$ cat config.mk
export PLATFORM = sky130hd
export DESIGN_NAME = sdu_cell
export DESIGN_NICKNAME = d
export VERILOG_FILES = /design/src/design/sdu_pkg.sv /design/src/design/sdu_cell.sv
export SDC_FILE = /design/constraint.sdc
export NUM_CORES = 1
export LEC_CHECK = 0
export BUFFER_PORTS_ARGS = -buffer_cell sky130_fd_sc_hd__buf_2
export CAP_MARGIN = 5
export CORE_ASPECT_RATIO = 0.75
export CORE_MARGIN = 4
export CORE_UTILIZATION = 35
export CTS_CLUSTER_DIAMETER = 40
export DETAILED_ROUTE_END_ITERATION = 10
export PLACE_DENSITY = 0.59
export SLEW_MARGIN = 10
export SYNTH_ARGS = -nofsm -noshare
export SYNTH_HDL_FRONTEND = slang
export SYNTH_SLANG_ARGS = --single-unit
export TNS_END_PERCENT = 30
$ cat constraint.sdc
create_clock -name clk -period 4.61 [get_ports clk]
set_input_delay 0.461 -clock clk [delete_from_list [all_inputs] [get_ports clk]]
set_output_delay 0.461 -clock clk [all_outputs]
set_load 0.03 [all_outputs]
$ cat src/design/sdu_pkg.sv
// ----------------------------------------------------------------------------
// sdu_pkg
// Shared types for the streaming distinct-union block: the control flags that
// travel with each item from cell to cell along the chain.
// ----------------------------------------------------------------------------
`default_nettype none

package sdu_pkg;

    // Width of one value in the stream.
    localparam int unsigned VALUE_W = 32;

    // Width of the distinct count carried on the output.
    localparam int unsigned OUT_CNT_W = 9;

    // Control flags that ride along with an item through the chain.
    typedef struct packed {
        logic valid;     // stage holds an item
        logic last;      // end marker: cells clear after this item passes
        logic matched;   // an earlier cell already holds this value
        logic captured;  // an earlier cell stored this value
    } item_ctrl_t;

endpackage

`default_nettype wire

$ cat src/design/sdu_cell.sv
// ----------------------------------------------------------------------------
// sdu_cell
// One cell of the distinct store: holds one stored value and its occupied
// flag, checks each passing item against it and hands the item on.
// ----------------------------------------------------------------------------
`default_nettype none

module sdu_cell #(
    parameter int unsigned CNT_W = 9
) (
    input  wire logic                                clk,
    input  wire logic                                rst_n,
    input  wire logic                                advance,
    input  wire sdu_pkg::item_ctrl_t                 ctrl_in,
    input  wire logic [sdu_pkg::VALUE_W-1:0]         value_in,
    input  wire logic [CNT_W-1:0]                    count_in,
    output sdu_pkg::item_ctrl_t                      ctrl_out,
    output logic [sdu_pkg::VALUE_W-1:0]              value_out,
    output logic [CNT_W-1:0]                         count_out,
    output logic                                     occupied
);
    import sdu_pkg::*;

    logic                entry_reg;
    logic [VALUE_W-1:0]  entry_value_reg;
    logic                entry_next;
    item_ctrl_t          ctrl_reg;
    item_ctrl_t          ctrl_next;
    logic [VALUE_W-1:0]  value_reg;
    logic [CNT_W-1:0]    count_reg;
    logic [CNT_W-1:0]    count_next;
    logic                hit;
    logic                take;

    // Compare the passing item with this cell's entry; an empty cell takes
    // the first item that no earlier cell matched or stored.
    always_comb
    begin
        hit        = entry_reg && (entry_value_reg == value_in);
        take       = !entry_reg && !ctrl_in.matched && !ctrl_in.captured;
        ctrl_next  = ctrl_in;
        count_next = count_in;
        entry_next = entry_reg;
        if (ctrl_in.valid)
        begin
            if (hit)
            begin
                ctrl_next.matched = 1'b1;
            end
            if (take)
            begin
                ctrl_next.captured = 1'b1;
            end
            if (entry_reg || take)
            begin
                count_next = count_in + CNT_W'(1);
            end
            // The end marker empties the cell once it has passed.
            if (ctrl_in.last)
            begin
                entry_next = 1'b0;
            end
            else if (take)
            begin
                entry_next = 1'b1;
            end
        end
    end

    // Control state: occupied flag and stage valid.
    always_ff @(posedge clk or negedge rst_n)
    begin
        if (!rst_n)
        begin
            entry_reg <= 1'b0;
            ctrl_reg  <= '0;
        end
        else if (advance)
        begin
            entry_reg <= entry_next;
            ctrl_reg  <= ctrl_next;
        end
    end

    // Payload: stored value and the item moving to the next cell.
    always_ff @(posedge clk)
    begin
        if (advance)
        begin
            value_reg <= value_in;
            count_reg <= count_next;
            if (ctrl_in.valid && take)
            begin
                entry_value_reg <= value_in;
            end
        end
    end

    assign ctrl_out  = ctrl_reg;
    assign value_out = value_reg;
    assign count_out = count_reg;
    assign occupied  = entry_reg;

endmodule

`default_nettype wire

### Word-level counts from Yosys, hierarchy flattened

Cells that the tools add are included.

| cells by class | value |
|---|---|
| reduce and logical (&&, ||, !) cells | 11 |
| multiplexer cells | 7 |
| $add $sub $neg | 1 |
| eq/ne operators | 1 |

Operators by type and width:

| operator | number |
|---|---|
| $eq A32 B32 Y1 | 1 |
| $mux W9 | 2 |
| $add A9 B1 Y9 const B | 1 |
| $logic_and A1 B1 Y1 | 4 |
| $mux W1 | 4 |
| $logic_not A1 Y1 | 3 |
| $reduce_and A3 Y1 | 1 |
| $mux W2 | 1 |
| $reduce_and A2 Y1 | 1 |
| $reduce_bool A2 Y1 | 1 |
| $logic_or A1 B1 Y1 | 1 |

| word-level totals | value |
|---|---|
| output and inout bits | 46 |
| word-level logic and storage cells | 28 |
| input port bits | 48 |
| bits in registers | 78 |

### Logic depth before layout (Yosys ltp)

| depth | value |
|---|---|
| depth after elaboration | 6 |
| mapped depth | 5 |
| mapped depth without buffers | 5 |

### Least setup slack after synthesis

No wires, ideal clock.

| path | value |
|---|---|
| path kind | input-to-reg |
| start | input port advance |
| end | register entry_value_reg[0] (enable) |
| buffers on the path | 1 |
| arrival time | 3.799 ns |
| slack | 0.303 ns |
| required time | 4.102 ns |
| stages on the path | 3 |
| path through | buf_4 > nand2_1 > nor4_1 |

| between the ends | value |
|---|---|
| longest elaborated chain between the ends | 1 |

RTL lines:

| item | line | text |
|---|---|---|
| from (decl) | sdu_cell.sv:13 | `input wire logic advance,` |
| $reduce_and A2 Y1 (no source line) | - |  |
| to (signal assigned) | sdu_cell.sv:94 | `entry_value_reg <= value_in;` |
| to (decl) | sdu_cell.sv:25 | `logic [VALUE_W-1:0] entry_value_reg;` |

Every way passes these cells.
A chain may end at the register's enable or synchronous reset.

### Final worst setup path

| path | value |
|---|---|
| start | register entry_reg (netlist: occupied) |
| end | register entry_value_reg[22] (enable) |

| between the ends | value |
|---|---|
| longest elaborated chain between the ends | 5 |

RTL lines:

| item | line | text |
|---|---|---|
| from (decl) | sdu_cell.sv:24 | `logic entry_reg;` |
| from (signal assigned) | sdu_cell.sv:80 | `entry_reg <= entry_next;` |
| $logic_not A1 Y1 | sdu_cell.sv:40 | `take = !entry_reg && !ctrl_in.matched && !ctrl_in.captured;` |
| $logic_and A1 B1 Y1 (2 in a row) | sdu_cell.sv:40 |  |
| $logic_and A1 B1 Y1 | sdu_cell.sv:92 | `if (ctrl_in.valid && take)` |
| $reduce_and A2 Y1 (no source line) | - |  |

Every way passes these cells.

==> qor.txt <==
Max Buffers Root-to-Sink -> 2
top cells by area, synth -> edfxtp_1, xnor2_1, xor2_1
Yosys top cell by area -> edfxtp_1
pre-CTS WS -> 2.69 ns
total leakage power -> 1.40 nW
hold crit path type -> in -> reg
CTS root buf -> clkbuf_8
area share of the largest cell type after synthesis -> 75.3%
die width -> 113 um
total wire length -> 5420 um
cell area after layout -> 3690 um^2
final hold viol count -> 0
CP required -> 4.61 ns
peak supply drop -> 0.193 mV
post_cts resized -> 0
total track usage -> 11.6%
first-pass GRT wire length -> 8760 um
Synth cell types -> 22
Congestion Overflow GR -> 0
max_cap viols -> 0
Routed WL per cell -> 14.5 um
Pins Over Slew Limit -> 0
clk_lat worst skew -> 0.33 ns
I/O Pins -> 94
Starting Density -> 36.5%
status -> completed
layout cell share with drive strength beyond 1 -> 41.4%
FF/Latch Area -> 2320 um^2
syn nets -> 207
Slew HR -> 60.4%
core area -> 7990 um^2
placer congestion estimate -> 0.783
# diodes -> 0
Detailed Routing Iterations Pass 1 -> 4
WP data arrival -> 1.83 ns
fmax -> 546 MHz
Synthesis Warnings -> 0
Critical Path End Type -> flip-flop
CTS tree -> built
Starting DRT DRC Count -> 43
period utilization -> 39.7%
Yosys reg bits -> 78
Setup TNS -> 0 ns
port bufs -> 93
unrepaired setup endpoints after global routing -> no
FP Rows -> 28
P&R area growth vs syn -> 26.8%
Avg Inst Size Synth -> 18.4 um^2
Tot Pwr -> 1.44 mW
Final min period -> 1.83 ns
Post-Route Skew -> 0.00579 ns
via count -> 1668
worst-margin pin slew -> 0.590 ns
fillers -> 737
hold_sp -> ctrl_in[2]
clock net sink count -> 78
Power Density -> 390 nW/um^2
Syn Std Cell Area -> 2910 um^2
Die Span Y -> 87.0 um
Final ANT Viol Nets -> 0
Setup crit start -> occupied
Post-layout nets -> 312
TritonCTS Buffers -> 9
# setup viols final -> 0
dpl cell area -> 3520 um^2
CP Launch Type -> flip-flop
RR Startpoint -> occupied
largest net degree at the start of global routing -> 48
vias in the first global route -> 1727
H-tree levels -> 3
Via density -> 4.47
multi-input logic area -> 584 um^2
Post-Syn Instances -> 158
commonest cells after routing, fill and taps aside -> buf_2, edfxtp_1, xnor2_1, xor2_1, nand4_1
setup ws final -> 2.78 ns
register area share after synthesis -> 79.6%
DIE AREA -> 9860 um^2
initial antenna violation count -> 0
drt drc -> 0
critical path type -> reg -> reg
most common cell after layout, fill and taps aside -> buf_2
CP max FO -> 28
Clock Pin Slew Worst Setup and Hold Paths -> 0.08 ns
[path summary, 6_finish.rpt]
kind | depth (start not counted) | endpoint | slack, ns
setup / recovery | 2 | entry_value_reg[22] | 2.78
setup reg to reg | 2 | entry_value_reg[22] | 2.78
min in group asynchronous | 2 | ctrl_out[2] | 0.48
hold / removal | 2 | occupied | 0.32
hold reg to reg | 1 | ctrl_out[2] | 0.51
max in group asynchronous | 2 | ctrl_out[0] | 3.99
[through the flow]
stage	utilization (%)	hold WS (ns)	std cells
after floorplan	-	0.165	158
after global placement	44.0	0.285	356
after detailed placement	44.0	0.286	356
after CTS	46.2	0.299	373
after global routing	46.2	0.320	373
final	46.2	0.322	373
[power breakdown]
part / internal (mW) / total (mW) / switching (mW)
registers: 0.818 / 0.831 / 0.0129
logic: 0.0577 / 0.184 / 0.126
clock network: 0.194 / 0.426 / 0.232
total: 1.07 / 1.44 / 0.372
[synthesized netlist by cell type (all sizes together)]
library cell / count
nand4: 11
nand2: 2
nor4: 5
nor3: 1
xor2: 17
buf: 2
xnor2: 23
a31oi: 1
inv: 1
and3: 2
mux2i: 1
ha: 1
nor2: 5
o21ai: 2
a21oi: 2
edfxtp: 73
dfrtp: 5
nand3: 1
o21a: 1
mux2: 2
[routing by layer]
metal | wire [um] | share of wire, % | track usage, % | vias up
li1 | - | - | - | 810
met4 | 74 | 1.4 | 4.04 | 0
met2 | 2290 | 42 | 16.7 | 66
met3 | 453 | 8.4 | 4.86 | 8
met1 | 2600 | 48 | 15.9 | 784
met5 | 0 | 0 | 0 | -
[cells by family (layout without fill, tap and decap cells)]
family,after synthesis,in the layout,synth area share (%)
flip-flops,78,78,79.6
AO/OA/AOI/OAI,6,6,1.16
multiplexers,3,3,1.12
XOR/XNOR,40,40,12.0
buffers and inverters,3,113,0.558
adder cells (fa/ha/maj),1,1,0.430
AND/OR/NAND/NOR,27,27,5.11
[critical path, stage by stage, from the launching register on]
cell,delay [ns]
dfrtp_1,0.45
nor4_2,0.59
buf_4,0.44
[final cells by class]
type	count	share of cell area, %
Clock buffer	10	3.46
Clock inverter	6	1.02
Multi-Input combinational cell	77	15.8
Timing Repair Buffer	96	13.3
Inverter	1	0.102
Sequential cell	78	62.8
Tap cell	105	3.56
[timing repair]
item,4_1_cts,5_1_grt
setup buffers,0,0
endpoints found under the hold margin,5,0
hold buffers,1,0
Note: power is estimated with default switching activity, not from simulation.
